--- config.mk ---
export PLATFORM = sky130hd
export DESIGN_NAME = positional_list_engine
export DESIGN_NICKNAME = d
export VERILOG_FILES = /design/src/hdl/ple_pkg.sv /design/src/hdl/ple_ctrl.sv /design/src/hdl/ple_datapath.sv /design/src/hdl/positional_list_engine.sv
export SDC_FILE = /design/constraint.sdc
export NUM_CORES = 1
export LEC_CHECK = 0
export CORE_MARGIN = 10
export CORE_UTILIZATION = 40
export DETAILED_ROUTE_END_ITERATION = 10
export DONT_BUFFER_PORTS = 1
export GPL_ROUTABILITY_DRIVEN = 0
export PLACE_DENSITY = 0.62
export SLEW_MARGIN = 20
export SYNTH_ARGS = -nofsm -noshare
export SYNTH_HDL_FRONTEND = slang
export SYNTH_SLANG_ARGS = --single-unit
--- constraint.sdc ---
create_clock -name clk_i -period 6.9 [get_ports clk_i]
set_input_delay 0.345 -clock clk_i [delete_from_list [all_inputs] [get_ports clk_i]]
set_output_delay 0.345 -clock clk_i [all_outputs]
set_load 0.02 [all_outputs]
--- src/hdl/ple_pkg.sv ---
// Package for the positional list engine: sizes, operation and status codes,
// and the word types of the input, output and controller command paths.
// No dependencies.
`default_nettype none

package ple_pkg;

  // Number of entries the list can hold.
  localparam int unsigned Capacity  = 16;
  localparam int unsigned ValW      = 32;
  localparam int unsigned PosW      = 5;
  localparam int unsigned EntryCntW = 5;
  localparam int unsigned CntW      = $clog2(Capacity + 1);
  localparam int unsigned IdxW      = (Capacity > 1) ? $clog2(Capacity) : 1;
  // Compare width wide enough for count + 1 and for any position.
  localparam int unsigned CmpW      = ((CntW > PosW) ? CntW : PosW) + 1;

  localparam logic signed [ValW-1:0] NoneValue = -32'sd1;

  typedef enum logic [1:0] {
    OP_APPEND      = 2'd0,
    OP_INSERT      = 2'd1,
    OP_REMOVE_LAST = 2'd2,
    OP_REMOVE_AT   = 2'd3
  } op_e;

  typedef enum logic [1:0] {
    ST_OK    = 2'd0,
    ST_EMPTY = 2'd1,
    ST_RANGE = 2'd2,
    ST_FULL  = 2'd3
  } status_e;

  typedef struct packed {
    op_e                    op;
    logic signed [ValW-1:0] value;
    logic [PosW-1:0]        position;
  } in_word_t;

  typedef struct packed {
    logic signed [ValW-1:0] removed_value;
    status_e                status;
    logic [EntryCntW-1:0]   entry_count;
  } out_word_t;

  // Commands from the controller to the datapath.
  typedef struct packed {
    logic load;
    logic exec;
  } ctrl_cmd_t;

endpackage

`default_nettype wire

--- src/hdl/ple_ctrl.sv ---
// Controller of the positional list engine: two-state sequencer and the
// output valid flag. Depends on ple_pkg.
`default_nettype none

module ple_ctrl (
  input  wire logic              clk_i,
  input  wire logic              rst_ni,
  input  wire logic              in_valid_i,
  output logic                   in_ready_o,
  output logic                   out_valid_o,
  input  wire logic              out_ready_i,
  output ple_pkg::ctrl_cmd_t     cmd_o
);
  import ple_pkg::*;

  typedef enum logic [1:0] {
    S_IDLE = 2'b01,
    S_EXEC = 2'b10
  } state_e;

  state_e state_q, state_d;
  logic   out_valid_q, out_valid_d;
  logic   accept, fire;

  assign in_ready_o = (state_q == S_IDLE);
  assign accept     = in_valid_i && in_ready_o;
  // The result register is free when empty or being drained this cycle.
  assign fire       = (state_q == S_EXEC) && (!out_valid_q || out_ready_i);

  always_comb begin
    state_d = state_q;
    case (state_q)
      S_IDLE: begin
        if (accept) state_d = S_EXEC;
      end
      S_EXEC: begin
        if (fire) state_d = S_IDLE;
      end
      default: state_d = S_IDLE;
    endcase
  end

  always_comb begin
    out_valid_d = out_valid_q;
    if (fire) begin
      out_valid_d = 1'b1;
    end else if (out_ready_i) begin
      out_valid_d = 1'b0;
    end
  end

  always_ff @(posedge clk_i or negedge rst_ni) begin
    if (!rst_ni) begin
      state_q     <= S_IDLE;
      out_valid_q <= 1'b0;
    end else begin
      state_q     <= state_d;
      out_valid_q <= out_valid_d;
    end
  end

  assign out_valid_o = out_valid_q;
  assign cmd_o.load  = accept;
  assign cmd_o.exec  = fire;

endmodule

`default_nettype wire

--- src/hdl/ple_datapath.sv ---
// Datapath of the positional list engine: request register, the row of
// list cells with their shift logic, the count and the result register.
// Depends on ple_pkg.
`default_nettype none

module ple_datapath (
  input  wire logic                clk_i,
  input  wire logic                rst_ni,
  input  wire ple_pkg::ctrl_cmd_t  cmd_i,
  input  wire ple_pkg::in_word_t   in_word_i,
  output ple_pkg::out_word_t       out_word_o
);
  import ple_pkg::*;

  in_word_t               req_q;
  out_word_t              out_q;
  logic [CntW-1:0]        count_q, count_d;
  logic signed [ValW-1:0] entries_q [Capacity];
  logic signed [ValW-1:0] from_lo   [Capacity];
  logic signed [ValW-1:0] from_hi   [Capacity];

  logic [CmpW-1:0] cnt_ext, pos_ext, idx_ext;
  logic [IdxW-1:0] idx;
  logic            full, do_ins, do_rem;
  status_e         status;

  assign cnt_ext = CmpW'(count_q);
  assign pos_ext = CmpW'(req_q.position);
  assign full    = (cnt_ext >= CmpW'(Capacity));

  always_comb begin
    status  = ST_OK;
    do_ins  = 1'b0;
    do_rem  = 1'b0;
    idx_ext = pos_ext - CmpW'(1);
    case (req_q.op)
      OP_APPEND: begin
        idx_ext = cnt_ext;
        if (full) status = ST_FULL;
        else      do_ins = 1'b1;
      end
      OP_INSERT: begin
        // The position check takes priority over the full check.
        if (pos_ext == '0 || pos_ext > cnt_ext + CmpW'(1)) status = ST_RANGE;
        else if (full)                                     status = ST_FULL;
        else                                               do_ins = 1'b1;
      end
      OP_REMOVE_LAST: begin
        idx_ext = cnt_ext - CmpW'(1);
        if (cnt_ext == '0) status = ST_EMPTY;
        else               do_rem = 1'b1;
      end
      OP_REMOVE_AT: begin
        if (cnt_ext == '0)                              status = ST_EMPTY;
        else if (pos_ext == '0 || pos_ext > cnt_ext)    status = ST_RANGE;
        else                                            do_rem = 1'b1;
      end
      default: status = ST_OK;
    endcase
  end

  assign idx = idx_ext[IdxW-1:0];

  always_comb begin
    count_d = count_q;
    if (do_ins)      count_d = count_q + CntW'(1);
    else if (do_rem) count_d = count_q - CntW'(1);
  end

  // Each cell compares its own index with the target and takes the new word,
  // its lower neighbor (insert) or its upper neighbor (remove), or keeps its own.
  for (genvar i = 0; i < Capacity; i++) begin : g_cell
    localparam logic [CmpW-1:0] CellIdx = CmpW'(i);

    if (i == 0) begin : g_lo_edge
      assign from_lo[i] = entries_q[i];
    end else begin : g_lo
      assign from_lo[i] = entries_q[i-1];
    end

    if (i == Capacity - 1) begin : g_hi_edge
      assign from_hi[i] = entries_q[i];
    end else begin : g_hi
      assign from_hi[i] = entries_q[i+1];
    end

    always_ff @(posedge clk_i) begin
      if (cmd_i.exec) begin
        if (do_ins) begin
          if (CellIdx == idx_ext)     entries_q[i] <= req_q.value;
          else if (CellIdx > idx_ext) entries_q[i] <= from_lo[i];
        end else if (do_rem && CellIdx >= idx_ext) begin
          entries_q[i] <= from_hi[i];
        end
      end
    end
  end

  always_ff @(posedge clk_i) begin
    if (cmd_i.load) req_q <= in_word_i;
    if (cmd_i.exec) begin
      out_q.removed_value <= do_rem ? entries_q[idx] : NoneValue;
      out_q.status        <= status;
      out_q.entry_count   <= EntryCntW'(count_d);
    end
  end

  always_ff @(posedge clk_i or negedge rst_ni) begin
    if (!rst_ni) begin
      count_q <= '0;
    end else if (cmd_i.exec) begin
      count_q <= count_d;
    end
  end

  assign out_word_o = out_q;

endmodule

`default_nettype wire

--- src/hdl/positional_list_engine.sv ---
// Top level of the positional list engine: controller plus datapath.
// Depends on ple_pkg, ple_ctrl and ple_datapath.
//
// Ordered list of up to 16 signed 32-bit words, positions counted from 1.
// Each input word carries an operation (append, insert at position, remove
// last, remove at position); each produces exactly one output word with the
// removed value (-1 unless a remove succeeds), a status code and the entry
// count after the operation. An operation first registers the request, then
// every list cell compares its index with the target and shifts in parallel;
// that step waits while a result is still held on the output, and the block
// takes no new word until the current one is done. The result register lets
// the next word be taken while a result is still waiting on the output.
`default_nettype none

module positional_list_engine (
  input  wire logic               clk_i,
  input  wire logic               rst_ni,
  input  wire logic               in_valid_i,
  output logic                    in_ready_o,
  input  wire ple_pkg::in_word_t  in_word_i,
  output logic                    out_valid_o,
  input  wire logic               out_ready_i,
  output ple_pkg::out_word_t      out_word_o
);
  import ple_pkg::*;

  ctrl_cmd_t cmd;

  ple_ctrl u_ctrl (
    .clk_i       (clk_i),
    .rst_ni      (rst_ni),
    .in_valid_i  (in_valid_i),
    .in_ready_o  (in_ready_o),
    .out_valid_o (out_valid_o),
    .out_ready_i (out_ready_i),
    .cmd_o       (cmd)
  );

  ple_datapath u_datapath (
    .clk_i      (clk_i),
    .rst_ni     (rst_ni),
    .cmd_i      (cmd),
    .in_word_i  (in_word_i),
    .out_word_o (out_word_o)
  );

endmodule

`default_nettype wire

==> Word level (Yosys, flattened, before mapping) <==
Memories as Yosys holds them, arrays and structs flattened. A register that Yosys moved wholly into a read port is not among the register bits.
Cells that the tools add are included.
{ "op_classes": {"addsub": 5, "n_lt_le_gt_ge": 35, "n_eq_ne": 22, "muxes": 261, "bitwise": 32, "n_reduce_logical": 29} }
{ "op_table": {"columns": ["cell", "n"], "rows": [
  ["32-bit two-way mux", 32],
  ["1-bit two-way mux", 216],
  ["4-bit by 6-bit equality test with 1-bit output, first input constant", 8],
  ["4-bit by 6-bit >= comparator with 1-bit output, first input constant", 8],
  ["4-bit by 6-bit > comparator with 1-bit output, first input constant", 8],
  ["1-bit bitwise OR", 32],
  ["3-bit by 6-bit equality test with 1-bit output, first input constant", 4],
  ["3-bit by 6-bit >= comparator with 1-bit output, first input constant", 4],
  ["3-bit by 6-bit > comparator with 1-bit output, first input constant", 4],
  ["1-bit logical AND", 18],
  ["6-bit zero test", 3],
  ["2-bit by 6-bit equality test with 1-bit output, first input constant", 2],
  ["1-bit by 6-bit >= comparator with 1-bit output, first input constant", 2],
  ["2-bit by 6-bit >= comparator with 1-bit output, first input constant", 2],
  ["1-bit by 6-bit > comparator with 1-bit output, first input constant", 2],
  ["2-bit by 6-bit > comparator with 1-bit output, first input constant", 2],
  ["2-bit two-way mux", 6],
  ["6-bit one-hot mux with 2 select lines", 1],
  ["5-bit by 1-bit subtractor with 6-bit output, second input constant", 2],
  ["5-bit two-way mux", 2],
  ["2-bit one-hot mux with 4 select lines", 1],
  ["5-bit by 1-bit adder with 6-bit output, second input constant", 1],
  ["1-bit by 6-bit equality test with 1-bit output, first input constant", 1],
  ["2-bit equality test, second input constant", 3],
  ["other kinds (15)", 20]
]} }
{ "word_totals": {"reg_bits": 54, "ram_bits": 512, "in_bits": 43, "out_inout_bits": 41, "word_cells": 393, "mem_count": 1} }
{ "memory_table": {"columns": ["name", "depth", "width", "read_ports", "rd_ports_with_merged_regs", "write_ports", "line_no", "rtl"], "rows": [
  ["u_datapath.entries_q", 16, 32, 17, 1, 16, "ple_datapath.sv:18", "logic signed [ValW-1:0] entries_q [Capacity];"]
]} }

==> Logic depth before layout (Yosys ltp) <==
{ "logic_depth": {"ltp_word": 11, "depth_mapped": 18, "depth_no_buf": 12} }

==> Cells and area by module <==
A second synthesis with hierarchy kept.
{ "hier_totals": {"cells_unflattened": 2808, "hier_area_um2": 33520.9} }
{ "modules_own_cells": {"columns": ["mod", "instances", "cells_each", "area_per_inst_um2", "seq_area_each_um2"], "rows": [
  ["ple_datapath", 1, 2795, 33375.8, 17842.1],
  ["ple_ctrl", 1, 13, 145.1, 76.3]
]} }

==> Worst setup path before layout <==
No wires, ideal clock.
{ "synth_timing": {"kind": "register to register", "from": "register u_ctrl.out_valid_q (netlist: u_ctrl.out_valid_o)", "to": "memory u_datapath.entries_q[2][0] (enable)", "setup_ns": 0.461, "t_arrival_ns": 5.358, "required_time_ns": 6.439, "setup_slack_ns": 1.081, "stages_incl_launch_ff": 9, "n_path_buf": 2, "synth_period_minus_slack_ns": 5.819, "path_cell_list": "dfrtp_1 nand2b_1 nor2b_1 clkbuf_1 nand4_1 a211oi_2 buf_4 nor2_1 nor3_1"} }
{ "synth_rtl": {"columns": ["item", "line_no", "rtl"], "rows": [
  ["start, declared", "ple_ctrl.sv:22", "logic out_valid_q, out_valid_d;"],
  ["start signal, assigned", "ple_ctrl.sv:58", "out_valid_q <= out_valid_d;"],
  ["end, declared", "ple_datapath.sv:18", null]
]} }

==> impl_metrics.env <==
export IMPL_pwr_density_cell_nw_per_um2=290
export IMPL_required_ns=7.35
export IMPL_cts_setup_buffers=0
export IMPL_critical_path_slowest_cell="inv_6"
export IMPL_rows=108
export IMPL_yosys_area_top_type="edfxtp_1"
export IMPL_synth_edf_count=590
export IMPL_worst_slew_pin_slew_ns=1.27
export IMPL_via_count=30400
export IMPL_path_max_fanout=109
export IMPL_synth_top_area_share=0.504
export IMPL_core_area_um2=87000
export IMPL_grt_pass1_vias=28800
export IMPL_syn_inst=3366
export IMPL_fin_total_pwr_mw=11.2
export IMPL_crit_path_end_kind="flop"
export IMPL_hold_path_class="input pin to async pin"
export IMPL_cp_arrival_ns=5.77
export IMPL_fin_tns_setup_ns=0
export IMPL_rrSetupSlack_ns=1.57
export IMPL_synth_top_flop_cell="edfxtp_1"
export IMPL_ys_types=65
export IMPL_fillers=8105
export IMPL_wl_per_cell_um=28.9
export IMPL_first_iter_violations=4454
export IMPL_fin_crit_ns=5.33
export IMPL_maxSlewViolCount=0
export IMPL_clock_skew_ns=0.0220
export IMPL_cts_resized=0
export IMPL_cts_tree="yes"
export IMPL_critPathTopFamily="buffers and inverters"
export IMPL_grt_usage=0.242
export IMPL_die_h_um=316
export IMPL_yosys_top_cells_count="edfxtp_1 (590), o21ai_0 (427), a31oi_1 (419)"
export IMPL_fp_dieW_um=316
export IMPL_routed_wl_um=126000
export IMPL_dr_pass1_iters=6
export IMPL_clock_sinks=598
export IMPL_slowest_delay_ns=0.75
export IMPL_slew_headroom=0.147
export IMPL_syn_avg_cell_area_um2=10.4
export IMPL_critPathLaunchType="flop"
export IMPL_final_nets=3212
export IMPL_crit_top_cell="buf_4"
export IMPL_cts_htree_levels=3
export IMPL_critical_path_class="flop to flop"
export IMPL_clock_path_buffers=3
export IMPL_clk_latency_ns=0.64
export IMPL_drc_errors=0
export IMPL_start_util=0.404
export IMPL_ys_ff_latch=598
export IMPL_hold_ws_ns=0.0926
export IMPL_drv_cap=0
export IMPL_drive_above_1_share=0.134
export IMPL_rsz0062_at_grt="false"
export IMPL_yosys_warnings=0
export IMPL_grt_ovfl_total=0
export IMPL_fmax_ghz=0.188
export IMPL_synth_most_common_cell="edfxtp_1"
export IMPL_antennaDiodeCount=0
export IMPL_dpl_hpwl_um=73700
export IMPL_hold_viol=0
export IMPL_area_growth_pct=9.67
export IMPL_grt_pass1_wl_um=190000
export IMPL_power_leakage_nw=11.5
export IMPL_cts_root_buf="clkbuf_16"
export IMPL_synthArstFlopShare=0.0134
export IMPL_finalCritPeriodShare=0.772
export IMPL_path_buf_inv=4
export IMPL_grt_antenna_before_repair=4
export IMPL_crit_chain="nor2b_1 -> mux2_4 -> inv_1 -> ha_1 -> a311oi_1 -> a41oi_1 -> and4_1 -> nand2_4 -> buf_4 -> inv_6 -> buf_4 -> nand3_1 -> a31oi_1"
export IMPL_outcome="completed"
export IMPL_io_buffer_count=0
export IMPL_final_antenna_net_count=0
export IMPL_peakVddDrop_mv=0.278
export IMPL_grt_max_degree=204
export IMPL_pin_count=84
export IMPL_synthTopCellsByArea="edfxtp_1 (50%), mux4_2 (8.2%), a31oi_1 (7.5%)"
export IMPL_yosysSeqAreaShare=0.510
export IMPL_syn_area_um2=35100
export IMPL_path_clk_slew_ns=0.06
export IMPL_cts_made_buffers=68
export IMPL_routed_via_density=6.97
export IMPL_dieArea_um2=100000
export IMPL_cts_hold_buf=42
export IMPL_synthesis_nets=3422
export IMPL_finalSetupViolCount=0
==> metal layers <==
layer | up-vias | share of wire | track usage
met2 | 2066 | 0.45 | 0.369
met3 | 346 | 0.11 | 0.0521
li1 | 12800 | - | -
met4 | 4 | 0.040 | 0.0933
met1 | 15200 | 0.40 | 0.335
met5 | - | 0.00018 | 0
==> state kept, by name (all words and copies together) (netlist names) <==
register and cells:
u_datapath.entries_q 512, u_datapath.out_word_o 39, u_datapath.req_q 34, u_datapath.count_q 5, u_datapath.pos_ext 5, u_ctrl.state_q 2
u_ctrl.out_valid_o 1
==> power breakdown <==
group	switching [mW]	internal (mW)
combinational	2.08	0.959
sequential	0.214	4.21
clock	1.59	2.12
total	3.89	7.28
==> kinds of logic (layout without fill, tap and decap cells) <==
| kind of cell | Yosys count | after routing | synth area share |
|---|---|---|---|
| AO/OA/AOI/OAI | 983 | 983 | 0.161 |
| adder cells (fa/ha/maj) | 13 | 13 | 0.00463 |
| AND/OR/NAND/NOR | 1110 | 1110 | 0.154 |
| XOR/XNOR | 11 | 11 | 0.00274 |
| buffers and inverters | 424 | 267 | 0.0519 |
| multiplexers | 227 | 227 | 0.116 |
| flip-flops | 598 | 598 | 0.510 |
==> final cells by class <==
type,instances,area (um^2),area share
timing repair buffer,130,1210,0.0313
multi-input combinational,2344,15700,0.408
tap,1155,1450,0.0375
clock inverter,33,332,0.00860
sequential,598,17900,0.465
clock buffer,90,1850,0.0479
inverter,14,57.6,0.00149
==> stage by stage <==
| step | cell area [um^2] | instances | worst slack [ns] | utilization |
|---|---|---|---|---|
| floorplan | 35100 | 3366 | 1.08 | - |
| global placement | 35900 | 4198 | 1.82 | 0.413 |
| detailed placement | 35900 | 4199 | 1.70 | 0.413 |
| CTS | 38500 | 4364 | 1.69 | 0.443 |
| global route | 38500 | 4364 | 1.19 | 0.443 |
| finish | 38500 | 4364 | 1.57 | 0.443 |
==> worst register-to-register path, stage by stage (launching register included) <==
cell      delay (ns)
edfxtp_1        0.73
nor2b_1         0.49
mux2_4          0.38
inv_1           0.06
ha_1            0.29
a311oi_1        0.13
a41oi_1         0.24
and4_1          0.70
nand2_4         0.17
buf_4           0.34
inv_6           0.81
buf_4           0.46
nand3_1         0.13
a31oi_1         0.21
==> placed cells by master, fill, tap and decap left out, drive strengths merged, types with 13 or more instances in the layout <==
master,n
edfxtp,590
dlygate4sd3,42
ha,13
clkinv,25
a21oi,70
a211oi,36
and3,35
mux4,128
inv,16
nor3,396
buf,88
nand3,365
o21ai,428
nand2,162
and2,35
mux2,66
nor2,97
clkbuf,90
a31oi,419
mux2i,33
==> path summary, 6_finish.rpt <==
check	cells past startpoint	startpoint	end
worst max-delay path	13	u_datapath.req_q[38]$_DFFE_PP_	u_datapath.entries_q[11][29]$_DFFE_PP_
worst min-delay path	1	rst_ni	u_datapath.count_q[2]$_DFFE_PN0P_
worst max register to register	13	u_datapath.req_q[38]$_DFFE_PP_	u_datapath.entries_q[11][29]$_DFFE_PP_
worst min register to register	1	u_ctrl.state_q[1]$_DFFE_PN0P_	u_ctrl.state_q[1]$_DFFE_PN0P_
max in group asynchronous	1	rst_ni	u_ctrl.state_q[0]$_DFFE_PN1P_
min in group clk_i	1	in_word_i[36]	u_datapath.req_q[36]$_DFFE_PP_
(Power assumes the default switching activity.)
